## config.mk

```make
export PLATFORM = sky130hd
export DESIGN_NAME = multi_slot_periodic_timer_table_core
export DESIGN_NICKNAME = d
export VERILOG_FILES = /design/src/hdl/mstt_pkg.sv /design/src/hdl/mstt_ctrl.sv /design/src/hdl/mstt_dp.sv /design/src/hdl/multi_slot_periodic_timer_table_core.sv
export SDC_FILE = /design/constraint.sdc
export NUM_CORES = 2
export LEC_CHECK = 0
export ABC_CLOCK_PERIOD_IN_PS = 7100
export BUFFER_PORTS_ARGS = -buffer_cell sky130_fd_sc_hd__buf_2
export CAP_MARGIN = 30
export CORE_MARGIN = 2
export CORE_UTILIZATION = 55
export CTS_BUF_LIST = sky130_fd_sc_hd__clkbuf_16
export CTS_CLUSTER_DIAMETER = 40
export CTS_CLUSTER_SIZE = 8
export DETAILED_ROUTE_END_ITERATION = 10
export PLACE_DENSITY = 0.74
export SETUP_SLACK_MARGIN = 0.3
export SLEW_MARGIN = 30
export SYNTH_ARGS = -nofsm -noshare
export SYNTH_HDL_FRONTEND = slang
export SYNTH_HIERARCHICAL = 1
export SYNTH_SLANG_ARGS = --single-unit
```

## constraint.sdc

```tcl
create_clock -name clk -period 7.1 [get_ports clk]
set_input_delay 0.71 -clock clk [delete_from_list [all_inputs] [get_ports clk]]
set_output_delay 0.71 -clock clk [all_outputs]
set_load 0.005 [all_outputs]
```

## src/hdl/mstt_pkg.sv

```systemverilog
`timescale 1ns / 1ps
`default_nettype none
// ----------------------------------------------------------------------------
// mstt_pkg
// shared types and constants of the periodic timer table
// ----------------------------------------------------------------------------
package mstt_pkg;

	localparam int SLOTS         = 16;
	localparam int INTERVAL_BITS = 24;

	localparam int IDX_W  = (SLOTS > 1) ? $clog2(SLOTS) : 1;
	localparam int IVL_W  = (INTERVAL_BITS < 24) ? INTERVAL_BITS : 24;
	localparam int ID_W   = 16;
	localparam int IN_IVL_W = 24;
	localparam int CNT_W  = 16;
	localparam int CTR_W  = 25;
	localparam int MODE_W = 2;
	localparam int ST_W   = 3;

	localparam logic [MODE_W-1:0] MODE_TICK   = 2'd0;
	localparam logic [MODE_W-1:0] MODE_SET    = 2'd1;
	localparam logic [MODE_W-1:0] MODE_DELETE = 2'd2;
	localparam logic [MODE_W-1:0] MODE_QUERY  = 2'd3;

	localparam logic [ST_W-1:0] ST_ADDED    = 3'd0;
	localparam logic [ST_W-1:0] ST_UPDATED  = 3'd1;
	localparam logic [ST_W-1:0] ST_NOTFOUND = 3'd2;
	localparam logic [ST_W-1:0] ST_FULL     = 3'd3;
	localparam logic [ST_W-1:0] ST_FIRED    = 3'd4;
	localparam logic [ST_W-1:0] ST_OK       = 3'd5;

	typedef struct packed {
		logic load;
		logic step;
		logic finish;
	} mstt_cmd_t;

	typedef struct packed {
		logic idx_last;
	} mstt_stat_t;

endpackage
`default_nettype wire

```

## src/hdl/mstt_ctrl.sv

```systemverilog
`timescale 1ns / 1ps
`default_nettype none
// ----------------------------------------------------------------------------
// mstt_ctrl
// sequencer: accepts an item, walks the slots, then finishes the item
// ----------------------------------------------------------------------------
module mstt_ctrl (
	input  wire logic                clk,
	input  wire logic                arst_n,
	input  wire logic                start,
	output logic                     busy,
	output mstt_pkg::mstt_cmd_t      cmd,
	input  wire mstt_pkg::mstt_stat_t stat
);

	typedef enum logic [1:0] {
		S_IDLE,
		S_SCAN,
		S_DONE
	} state_t;

	state_t state_q;
	logic   busy_q;

	assign busy       = busy_q;
	assign cmd.load   = (state_q == S_IDLE) && start;
	assign cmd.step   = (state_q == S_SCAN);
	assign cmd.finish = (state_q == S_DONE);

	always_ff @(posedge clk or negedge arst_n) begin
		if (!arst_n) begin
			state_q <= S_IDLE;
			busy_q  <= 1'b0;
		end else begin
			unique case (state_q)
				S_IDLE: begin
					if (start) begin
						state_q <= S_SCAN;
						busy_q  <= 1'b1;
					end
				end
				S_SCAN: begin
					if (stat.idx_last) begin
						state_q <= S_DONE;
					end
				end
				S_DONE: begin
					state_q <= S_IDLE;
					busy_q  <= 1'b0;
				end
				default: begin
					state_q <= S_IDLE;
					busy_q  <= 1'b0;
				end
			endcase
		end
	end

endmodule
`default_nettype wire

```

## src/hdl/mstt_dp.sv

```systemverilog
`timescale 1ns / 1ps
`default_nettype none
// ----------------------------------------------------------------------------
// mstt_dp
// slot storage, per-slot tick update, id search and result registers
// ----------------------------------------------------------------------------
module mstt_dp (
	input  wire logic                           clk,
	input  wire logic                           arst_n,
	input  wire mstt_pkg::mstt_cmd_t            cmd,
	output mstt_pkg::mstt_stat_t                stat,
	input  wire logic [mstt_pkg::MODE_W-1:0]    mode,
	input  wire logic [mstt_pkg::ID_W-1:0]      req_id,
	input  wire logic [mstt_pkg::IN_IVL_W-1:0]  interval,
	input  wire logic [mstt_pkg::CNT_W-1:0]     repeat_count,
	input  wire logic                           resident,
	input  wire logic                           immediate,
	output logic                                strobe,
	output logic [mstt_pkg::ST_W-1:0]           status,
	output logic [mstt_pkg::ID_W-1:0]           result_id,
	output logic signed [mstt_pkg::CTR_W-1:0]   ticks_left,
	output logic [mstt_pkg::CNT_W-1:0]          count_left,
	output logic                                last
);

	localparam int N = mstt_pkg::SLOTS;

	logic [N-1:0]                        valid_q;
	logic [mstt_pkg::ID_W-1:0]           id_q   [N];
	logic [mstt_pkg::IVL_W-1:0]          ivl_q  [N];
	logic signed [mstt_pkg::CTR_W-1:0]   ctr_q  [N];
	logic [mstt_pkg::CNT_W-1:0]          cnt_q  [N];
	logic [N-1:0]                        res_q;
	logic [N-1:0]                        imm_q;

	logic [mstt_pkg::MODE_W-1:0]         mode_q;
	logic [mstt_pkg::ID_W-1:0]           rid_q;
	logic [mstt_pkg::IVL_W-1:0]          rivl_q;
	logic [mstt_pkg::CNT_W-1:0]          rcnt_q;
	logic                                rres_q;
	logic                                rimm_q;

	logic [mstt_pkg::IDX_W-1:0]          idx_q;
	logic                                found_q;
	logic [mstt_pkg::IDX_W-1:0]          fidx_q;
	logic                                free_q;
	logic [mstt_pkg::IDX_W-1:0]          freeidx_q;
	logic signed [mstt_pkg::CTR_W-1:0]   qctr_q;
	logic [mstt_pkg::CNT_W-1:0]          qcnt_q;
	logic                                pend_q;
	logic [mstt_pkg::ID_W-1:0]           pend_id_q;

	logic                                strobe_q;
	logic [mstt_pkg::ST_W-1:0]           status_q;
	logic [mstt_pkg::ID_W-1:0]           result_id_q;
	logic signed [mstt_pkg::CTR_W-1:0]   ticks_q;
	logic [mstt_pkg::CNT_W-1:0]          count_q;
	logic                                last_q;

	// tick update and id match of the slot under the scan index, and the write slot select
	logic signed [mstt_pkg::CTR_W-1:0]   dec_ctr;
	logic                                fire;
	logic signed [mstt_pkg::CTR_W-1:0]   new_ctr;
	logic [mstt_pkg::CNT_W-1:0]          new_cnt;
	logic                                keep;
	logic                                match;
	logic                                is_tick;
	logic [mstt_pkg::IDX_W-1:0]          wsel;

	assign is_tick = (mode_q == mstt_pkg::MODE_TICK);
	assign dec_ctr = imm_q[idx_q] ? '0 : ctr_q[idx_q] - mstt_pkg::CTR_W'(1);
	assign fire    = dec_ctr[mstt_pkg::CTR_W-1] || (dec_ctr == '0);
	assign new_ctr = fire ? mstt_pkg::CTR_W'(ivl_q[idx_q]) : dec_ctr;
	assign new_cnt = (fire && (cnt_q[idx_q] != '0)) ? cnt_q[idx_q] - mstt_pkg::CNT_W'(1)
	                                                : cnt_q[idx_q];
	assign keep    = res_q[idx_q] || (new_cnt != '0);
	assign match   = valid_q[idx_q] && (id_q[idx_q] == rid_q);
	assign wsel    = found_q ? fidx_q : freeidx_q;

	assign stat.idx_last = (idx_q == mstt_pkg::IDX_W'(N - 1));

	assign strobe     = strobe_q;
	assign status     = status_q;
	assign result_id  = result_id_q;
	assign ticks_left = ticks_q;
	assign count_left = count_q;
	assign last       = last_q;

	// control state
	always_ff @(posedge clk or negedge arst_n) begin
		if (!arst_n) begin
			valid_q   <= '0;
			idx_q     <= '0;
			found_q   <= 1'b0;
			free_q    <= 1'b0;
			pend_q    <= 1'b0;
			strobe_q  <= 1'b0;
			mode_q    <= mstt_pkg::MODE_TICK;
		end else begin
			strobe_q <= 1'b0;
			if (cmd.load) begin
				mode_q  <= mode;
				idx_q   <= '0;
				found_q <= 1'b0;
				free_q  <= 1'b0;
				pend_q  <= 1'b0;
			end
			if (cmd.step) begin
				idx_q <= idx_q + mstt_pkg::IDX_W'(1);
				if (is_tick) begin
					if (valid_q[idx_q]) begin
						valid_q[idx_q] <= keep;
						if (fire) begin
							pend_q <= 1'b1;
							if (pend_q) begin
								strobe_q <= 1'b1;
							end
						end
					end
				end else begin
					if (match && !found_q) begin
						found_q <= 1'b1;
					end
					if (!valid_q[idx_q] && !free_q) begin
						free_q <= 1'b1;
					end
				end
			end
			if (cmd.finish) begin
				strobe_q <= 1'b1;
				unique case (mode_q)
					mstt_pkg::MODE_SET: begin
						if (found_q || free_q) begin
							valid_q[wsel] <= 1'b1;
						end
					end
					mstt_pkg::MODE_DELETE: begin
						if (found_q) begin
							valid_q[fidx_q] <= 1'b0;
						end
					end
					default: begin
					end
				endcase
			end
		end
	end

	// payload
	always_ff @(posedge clk) begin
		if (cmd.load) begin
			rid_q  <= req_id;
			rivl_q <= interval[mstt_pkg::IVL_W-1:0];
			rcnt_q <= repeat_count;
			rres_q <= resident;
			rimm_q <= immediate;
		end
		if (cmd.step) begin
			if (is_tick) begin
				if (valid_q[idx_q]) begin
					ctr_q[idx_q] <= new_ctr;
					cnt_q[idx_q] <= new_cnt;
					imm_q[idx_q] <= 1'b0;
					if (fire) begin
						pend_id_q   <= id_q[idx_q];
						status_q    <= mstt_pkg::ST_FIRED;
						result_id_q <= pend_id_q;
						ticks_q     <= '0;
						count_q     <= '0;
						last_q      <= 1'b0;
					end
				end
			end else begin
				if (match && !found_q) begin
					fidx_q <= idx_q;
					qctr_q <= ctr_q[idx_q];
					qcnt_q <= cnt_q[idx_q];
				end
				if (!valid_q[idx_q] && !free_q) begin
					freeidx_q <= idx_q;
				end
			end
		end
		if (cmd.finish) begin
			last_q      <= 1'b1;
			ticks_q     <= '0;
			count_q     <= '0;
			result_id_q <= rid_q;
			unique case (mode_q)
				mstt_pkg::MODE_TICK: begin
					if (pend_q) begin
						status_q    <= mstt_pkg::ST_FIRED;
						result_id_q <= pend_id_q;
					end else begin
						status_q    <= mstt_pkg::ST_OK;
						result_id_q <= '0;
					end
				end
				mstt_pkg::MODE_SET: begin
					if (found_q || free_q) begin
						status_q     <= found_q ? mstt_pkg::ST_UPDATED : mstt_pkg::ST_ADDED;
						id_q[wsel]   <= rid_q;
						ivl_q[wsel]  <= rivl_q;
						ctr_q[wsel]  <= mstt_pkg::CTR_W'(rivl_q);
						cnt_q[wsel]  <= rcnt_q;
						res_q[wsel]  <= rres_q;
						imm_q[wsel]  <= rimm_q;
					end else begin
						status_q <= mstt_pkg::ST_FULL;
					end
				end
				mstt_pkg::MODE_DELETE: begin
					status_q <= found_q ? mstt_pkg::ST_OK : mstt_pkg::ST_NOTFOUND;
				end
				mstt_pkg::MODE_QUERY: begin
					if (found_q) begin
						status_q <= mstt_pkg::ST_OK;
						ticks_q  <= qctr_q;
						count_q  <= qcnt_q;
					end else begin
						status_q <= mstt_pkg::ST_NOTFOUND;
					end
				end
				default: begin
					status_q <= mstt_pkg::ST_OK;
				end
			endcase
		end
	end

endmodule
`default_nettype wire

```

## src/hdl/multi_slot_periodic_timer_table_core.sv

```systemverilog
`timescale 1ns / 1ps
`default_nettype none
// ----------------------------------------------------------------------------
// multi_slot_periodic_timer_table_core
// table of periodic timer slots with set, delete, query and tick requests
//
//  channel   handshake           payload
//  request   start / busy        mode req_id interval repeat_count
//                                resident immediate
//  result    strobe (1 cycle)    status result_id ticks_left count_left last
//
// every item is accepted, then walks over the slots, one slot per cycle,
// then is finished; busy is high from the accept to the end.
// a tick gives one result per firing slot, spaced by the walk, or one quiet
// result; other requests give one result in the finishing state.
// reset clears all slots to free; results cannot be stalled.
// ----------------------------------------------------------------------------
module multi_slot_periodic_timer_table_core (
	input  wire logic                           clk,
	input  wire logic                           arst_n,
	input  wire logic                           start,
	output logic                                busy,
	input  wire logic [mstt_pkg::MODE_W-1:0]    mode,
	input  wire logic [mstt_pkg::ID_W-1:0]      req_id,
	input  wire logic [mstt_pkg::IN_IVL_W-1:0]  interval,
	input  wire logic [mstt_pkg::CNT_W-1:0]     repeat_count,
	input  wire logic                           resident,
	input  wire logic                           immediate,
	output logic                                strobe,
	output logic [mstt_pkg::ST_W-1:0]           status,
	output logic [mstt_pkg::ID_W-1:0]           result_id,
	output logic signed [mstt_pkg::CTR_W-1:0]   ticks_left,
	output logic [mstt_pkg::CNT_W-1:0]          count_left,
	output logic                                last
);

	mstt_pkg::mstt_cmd_t  cmd;
	mstt_pkg::mstt_stat_t stat;

	mstt_ctrl u_ctrl (
		.clk    (clk),
		.arst_n (arst_n),
		.start  (start),
		.busy   (busy),
		.cmd    (cmd),
		.stat   (stat)
	);

	mstt_dp u_dp (
		.clk          (clk),
		.arst_n       (arst_n),
		.cmd          (cmd),
		.stat         (stat),
		.mode         (mode),
		.req_id       (req_id),
		.interval     (interval),
		.repeat_count (repeat_count),
		.resident     (resident),
		.immediate    (immediate),
		.strobe       (strobe),
		.status       (status),
		.result_id    (result_id),
		.ticks_left   (ticks_left),
		.count_left   (count_left),
		.last         (last)
	);

endmodule
`default_nettype wire

```

# [Yosys cells after proc, flatten, opt, wreduce, memory -nomap -nowiden]
# Memories as Yosys holds them, arrays and structs flattened.
# Cells that the tools add are included.
[classes] eq_ne=9 n_bitwise=7 magnitude_cmp=6 n_addsub=3 mux=103 reduce_logical=34
[ops] cell="two-way mux 16 bit" n=28
[ops] cell="two-way mux 25 bit" n=10
[ops] cell="bitwise mux 16 bit" n=3
[ops] cell="two-way mux 1 bit" n=38
[ops] cell="AND 16 bit" n=2
[ops] cell="inverter 16 bit" n=2
[ops] cell="case mux 16 bit (2 select lines)" n=1
[ops] cell="nonzero test 16 bit" n=2
[ops] cell="logical NOT 25 bit" n=1
[ops] cell="OR reduction 25 bit" n=1
[ops] cell="subtractor 25 x 1 -> 25 bit, second input constant" n=1
[ops] cell="two-way mux 3 bit" n=7
[ops] cell="two-way mux 4 bit" n=5
[ops] cell="== test 16 bit" n=1
[ops] cell="bitwise OR 16 bit" n=1
[ops] cell="OR reduction 16 bit" n=1
[ops] cell="subtractor 16 x 1 -> 16 bit, second input constant" n=1
[ops] cell="< comparator 4 x 5 -> 1 bit, second input constant" n=3
[ops] cell="binary-select mux 1 bit (select 4 bit)" n=3
[ops] cell="demux 1 bit (select 4 bit)" n=3
[ops] cell=">= comparator 4 x 1 -> 1 bit, second input constant" n=3
[ops] cell="nonzero test 2 bit" n=5
[ops] cell="case mux 3 bit (3 select lines)" n=1
[ops] cell="AND reduction 3 bit" n=3
[ops] cell="other kinds (17)" n=36
[totals] word_cells=192 regBits=245 n_memories=4 mem_bits_rw=1296 out_inout_bits=63 in_bits=63
[mem_list] memory="u_dp.ctr_q" words=16 word_bits=25 read_ports=1 rd_ports_with_merged_regs=0 wr=1 line="mstt_dp.sv:31" text="logic signed [mstt_pkg::CTR_W-1:0] ctr_q [N];"
[mem_list] memory="u_dp.ivl_q" words=16 word_bits=24 read_ports=1 rd_ports_with_merged_regs=0 wr=1 line="mstt_dp.sv:30" text="logic [mstt_pkg::IVL_W-1:0] ivl_q [N];"
[mem_list] memory="u_dp.cnt_q" words=16 word_bits=16 read_ports=1 rd_ports_with_merged_regs=0 wr=1 line="mstt_dp.sv:32" text="logic [mstt_pkg::CNT_W-1:0] cnt_q [N];"
[mem_list] memory="u_dp.id_q" words=16 word_bits=16 read_ports=1 rd_ports_with_merged_regs=0 wr=1 line="mstt_dp.sv:29" text="logic [mstt_pkg::ID_W-1:0] id_q [N];"

# [Longest topological paths before layout]
[logic_depth] ltp_word=17 ltp_mapped=25 ltp_nobuf=18

# [By module]
# The synthesis kept the hierarchy.
[by_module_without_submodules] module="mstt_dp" seq_area_each_um2=45884.0 cells_each=2915 area_each_um2=60375.4 instances=1
[by_module_without_submodules] module="mstt_ctrl" seq_area_each_um2=75.1 cells_each=12 area_each_um2=135.1 instances=1

# [Worst setup path before layout]
# Ideal clock, no wire load.
[synth_timing] kind="register -> register" start="register u_dp/idx_q[0] (netlist name)" end="register u_dp/fidx_q[0] (netlist name), enable pin" setup_ns=0.448 path_buffers=10 synth_period_minus_slack_ns=7.173 required_ns=6.652 slack_ns=-0.073 arrival_ns=6.725 stages_incl_launch_ff=17 path_cell_list="dfrtp_1 -> buf_6 -> buf_8 -> buf_12 -> buf_6 -> buf_2 -> buf_6 -> buf_2 -> buf_2 -> buf_2 -> buf_1 -> mux4_2 -> mux4_2 -> xnor2_1 -> nand4_1 -> or4_1 -> nor2_1"
[synth_between] elab_chain_cells=5 elab_cells_between_ends=7 classes_between="eq/ne: 1; mux: 2; reduce/logical: 3; memory: 1"
[synth_rtl] item="start: declaration" line="mstt_dp.sv:43" text="logic [mstt_pkg::IDX_W-1:0] idx_q;"
[synth_rtl] item="start signal: assignment" line="mstt_dp.sv:109" text="idx_q <= idx_q + mstt_pkg::IDX_W'(1);"
[synth_rtl] item="memory (16 x 16 bit) / binary-select mux 1 bit (select 4 bit) (equally long branches)"
[synth_rtl] item="== test 16 bit / two-way mux 1 bit (equally long branches)" line="mstt_dp.sv:77" text="assign match = valid_q[idx_q] && (id_q[idx_q] == rid_q);"
[synth_rtl] item="logical AND 1 bit (*)" line="mstt_dp.sv:77"
[synth_rtl] item="logical AND 1 bit (*)" line="mstt_dp.sv:174" text="if (match && !found_q) begin"
[synth_rtl] item="AND reduction 3 bit (no line) (*)"
[synth_rtl] item="end signal: assignment" line="mstt_dp.sv:175" text="fidx_q <= idx_q;"
[synth_rtl] item="end: declaration" line="mstt_dp.sv:45" text="logic [mstt_pkg::IDX_W-1:0] fidx_q;"
# Every way passes the cells marked *; elsewhere a longest branch is shown, timed or not. The select of a mux whose other input is x is not followed.
# A chain may end at the register's enable or synchronous reset.

# [Final worst setup path]
[layout_timing] start="register u_dp/idx_q[0] (netlist name)" end="memory u_dp/cnt_q[12][10] (netlist name) (data pin)"
[layout_between] elab_chain_cells=8 elab_cells_between_ends=13 classes_between="add/sub: 2; mux: 5; reduce/logical: 4; memory: 2"
[layout_rtl] item="memory (16 x 25 bit) / binary-select mux 1 bit (select 4 bit) (equally long branches)"
[layout_rtl] item="subtractor 25 x 1 -> 25 bit / two-way mux 1 bit (equally long branches)" line="mstt_dp.sv:71" text="assign dec_ctr = imm_q[idx_q] ? '0 : ctr_q[idx_q] - mstt_pkg::CTR_W'(1);"
[layout_rtl] item="two-way mux 25 bit" line="mstt_dp.sv:71"
[layout_rtl] item="logical NOT 25 bit" line="mstt_dp.sv:72" text="assign fire = dec_ctr[mstt_pkg::CTR_W-1] || (dec_ctr == '0);"
[layout_rtl] item="logical OR 1 bit" line="mstt_dp.sv:72"
[layout_rtl] item="logical AND 1 bit" line="mstt_dp.sv:74" text="assign new_cnt = (fire && (cnt_q[idx_q] != '0)) ? cnt_q[idx_q] - mstt_pkg::CNT_W'(1)"
[layout_rtl] item="two-way mux 16 bit (*)" line="mstt_dp.sv:74"
[layout_rtl] item="two-way mux 16 bit (no line) (*)"
[layout_rtl] item="end: declaration" line="mstt_dp.sv:32"
# Marked as above.

==> metrics.md <==
| Metric | Value |
|---|---|
| Worst Hold Class | in2reg |
| Storage element area | 46,000 µm² |
| Worst-path maximum fanout | 35 |
| Post-Synth XOR/XNOR Area | 0.666% |
| Top Ports | 126 |
| Clock transition at path regs | 50 ps |
| Placed Cells | 4,420 |
| TNS Setup | 0 ps |
| Top-area cell type share of the netlist area | 74.2% |
| Setup crit end kind | flop |
| Largest net degree at the start of global routing | 88 |
| Longest Clk Path Bufs | 3 |
| Area growth syn-to-layout | 15.1% |
| Most frequent cells in the layout | 1,495 x edfxtp_1, 387 x mux4_2, 222 x clkbuf_16 |
| Post-synth ARST share | 1.88% |
| Total GRT Usage | 26.5% |
| Max stage delay on crit path | 820 ps |
| Pre-antenna DRT Iters | 6 |
| Critical-path cell list | buf_12 -> mux4_2 -> a22oi_1 -> nand2_2 -> or3_4 -> or3_1 -> o311a_1 -> nor4_1 -> a41o_1 -> a31o_4 -> and2_4 -> nand2b_1 -> or4_1 -> xor2_1 -> a21oi_2 |
| Outcome | finished clean |
| Slowest-stage cell, CP | dfrtp_4 |
| WL final | 147,000 µm |
| First-pass GRT wire length | 215,000 µm |
| Cells on worst reg2reg path | 15 |
| Mapped Cells | 2,927 |
| Inserted Diodes | 0 |
| Final ANT Viol Nets | 0 |
| Gpl congestion | 0.868 |
| Dpl hpwl | 79,200 µm |
| Power Density | 429 nW/µm² |
| Mapped cell area | 60,500 µm² |
| Vias in the first global route | 32,036 |
| CP Launch Type | flop |
| Inserted Clock Buffers | 220 |
| Final hold slack | 73.4 ps |
| Worst vdd ir | 0.000384 V |
| GRT overflow | 0 |
| Hold Path Origin | req_id[8] |
| Die Area | 113,000 µm² |
| Fraction of synthesized area in multiplexers | 15.2% |
| Slew Viols, Final | 0 |
| Least-Margin Pin Slew | 979 ps |
| WL per Instance | 31.1 µm |
| Final hold violations | 0 |
| CP arrival | 6760 ps |
| Post-Synth Adder-Cell Area | 0.207% |
| Crit path required time | 7620 ps |
| Clock sinks | 1,541 |
| Layout fillers | 6,997 |
| H-tree depth | 4 |
| Vias per cell | 6.56 |
| Hold Path Sink | u_dp/rid_q[8]$_DFFE_PP_ |
| CTS tree | yes |
| Antenna violations before repair | 0 |
| DIE HEIGHT | 336 µm |
| Starting DRT DRC Count | 4,024 |
| Netlist cell types | 77 |
| Fmax | 160 MHz |
| EDFF count, synth | 1,495 |
| Fraction of layout cells with a size suffix above 1 | 28.8% |
| FF+latch count, synth | 1,541 |
| Critical Setup Path Class | reg2reg |
| Top post-synthesis cells by area | edfxtp_1 74%, mux4_2 14%, dfrtp_1 1.2%, nand2_1 1.0%, nor2_1 0.83% |
| Max-Slew Margin vs Limit | 34.7% |
| Setup Skew | 60.4 ps |
| Tot Pwr | 29.9 mW |
| Max_cap viols | 0 |
| Root buffer cell | clkbuf_16 |
| RSZ-0062 raised after global routing | no |
| Worst hold path depth | 1 |
| Simple-gate area share of the yosys netlist | 3.84% |
| # nets final | 3,303 |
| Worst skew pair latency | 820 ps |
| Die width | 336 µm |
| R2R Setup Slk | 850 ps |
| Multi-input gate area | 14,100 µm² |
| Post-synthesis compound-gate area fraction | 2.74% |
| Period utilisation layout | 88.0% |
| Initial core utilization | 55.5% |
| Post-synthesis sequential area ratio | 76.0% |
| Syn_area_per_cell | 20.7 µm² |
| Non-filler cells, final | 4,730 |
| Largest family of logic cells by synthesized area | multiplexers |
| Post-synth top flop | edfxtp_1 |
| Yosys warns | 6 |
| Remaining DRCs | 0 |
| R2r endpoint | u_dp/cnt_q[12][10]$_DFFE_PP_ |
| Post-CTS repair timing setup buffer count | 0 |
| Vias | 31,046 |
| Reg2reg start | u_dp/idx_q[0]$_DFFE_PN0P_ |
| I/O Buffers | 125 |
| Row count | 121 |
| Most common cell after layout, fill and taps aside | edfxtp_1 |
| Final count of negative-setup-slack endpoints | 0 |
| Leak pwr | 22.4 nW |
| Core ar. | 109,000 µm² |
| Cell taking the most area after synthesis | edfxtp_1 |
| Min cycle time layout | 6250 ps |
==> stage by stage <==
stage          area [µm²]  worst slack (ps)  utilization (%)
3_3_place_gp        63200               900             58.0
5_1_grt             69600               574             63.9
6_report            69600               854             63.9
3_5_place_dp        63300               657             58.1
4_1_cts             69500               625             63.7
2_1_floorplan       60600               666                -
==> repair_timing <==
| action | CTS | global route |
|---|---|---|
| gates resized for setup | 0 | 1 |
| endpoints found under the setup margin | 0 | 16 |
| endpoints found under the hold margin | 13 | 0 |
| hold buffers | 1 | 0 |
==> where the power goes <==
group          internal, mW  switching, mW  total, mW
clock network          5.59           3.67       9.26
logic                  3.32           5.02       8.34
registers              11.9          0.303       12.3
==> cell families (layout without fill, tap and decap cells) <==
family | count (synthesis) | count (layout)
compound gates | 251 | 251
xor+xnor | 46 | 46
fa+ha+maj | 10 | 10
buf+inv | 173 | 547
flops | 1541 | 1541
mux | 417 | 417
other cells | 1 | 16
simple gates | 488 | 488
==> state kept, by name, indices dropped and copies added (netlist names), 24 cells and up <==
register / flops
u_dp/ivl_q: 384
u_dp/rivl_q: 24
u_dp/ctr_q: 400
u_dp/id_q: 256
u_dp/ticks_left: 25
u_dp/cnt_q: 256
u_dp/qctr_q: 25
==> final cells by class <==
type                    count  share of cell area [%]
multi-input cells        1228                    20.3
repair buffers            217                    2.14
well taps                1414                    2.54
inverters                  22                   0.119
clock inverters            86                   0.884
flip-flops and latches   1541                    66.0
clock buffers             222                    7.98
==> synthesized netlist by cell type, drive strengths merged, types with 2 or more instances <==
| cell | count |
|---|---|
| inv | 22 |
| o21a | 4 |
| nand4 | 8 |
| dfrtp | 29 |
| nor4b | 2 |
| o21ai | 39 |
| a21o | 4 |
| and2 | 47 |
| o211ai | 2 |
| a31oi | 26 |
| a22o | 9 |
| a211oi | 9 |
| clkbuf | 81 |
| mux2i | 10 |
| a221oi | 7 |
| nor4 | 11 |
| a22oi | 36 |
| ha | 10 |
| a31o | 2 |
| a21boi | 3 |
| and3 | 5 |
| o41ai | 2 |
| nand2b | 16 |
| and4 | 2 |
| edfxtp | 1495 |
| dfxtp | 17 |
| nand3 | 25 |
| a21oi | 86 |
| nor2b | 6 |
| nor2 | 135 |
| and3b | 2 |
| or4 | 4 |
| buf | 70 |
| nand3b | 3 |
| nor3 | 17 |
| nand2 | 165 |
| or3 | 30 |
| mux4 | 397 |
| mux2 | 10 |
| xnor2 | 39 |
| or2 | 6 |
| o21bai | 4 |
| o31ai | 9 |
| xor2 | 7 |
==> worst max path at each step <==
stage                         startpoint                      endpoint  cells after the start
5_1_grt        u_dp/idx_q[0]$_DFFE_PN0P_     u_dp/valid_q[9]$_DFF_PN0_                     17
3_3_place_gp   u_dp/idx_q[0]$_DFFE_PN0P_   u_dp/cnt_q[0][10]$_DFFE_PP_                     15
6_report       u_dp/idx_q[0]$_DFFE_PN0P_  u_dp/cnt_q[12][10]$_DFFE_PP_                     15
3_5_place_dp   u_dp/idx_q[0]$_DFFE_PN0P_   u_dp/cnt_q[6][10]$_DFFE_PP_                     15
2_1_floorplan  u_dp/idx_q[0]$_DFFE_PN0P_      u_dp/fidx_q[0]$_DFFE_PP_                     16
4_1_cts        u_dp/idx_q[0]$_DFFE_PN0P_   u_dp/cnt_q[6][10]$_DFFE_PP_                     15
==> layer usage <==
metal / vias to the layer above / global-route usage (%) / wire length [µm]
li1: 12615 / - / -
met4: 0 / 9.09 / 4340
met5: - / 0 / 0
met1: 16266 / 35.9 / 54500
met2: 1858 / 43.5 / 73800
met3: 307 / 5.46 / 14400
==> worst max-delay path, delay by kind of cell (launching register included) <==
| family | cells | cell delay [ps] |
|---|---|---|
| muxes | 1 | 550 |
| and+or+nand+nor | 7 | 2310 |
| buffers and inverters | 1 | 390 |
| AOI/OAI and AO/OA | 5 | 1630 |
| xor gates and xnor gates | 1 | 160 |
| DFF | 1 | 820 |
Power figures use the tool's default switching activity.
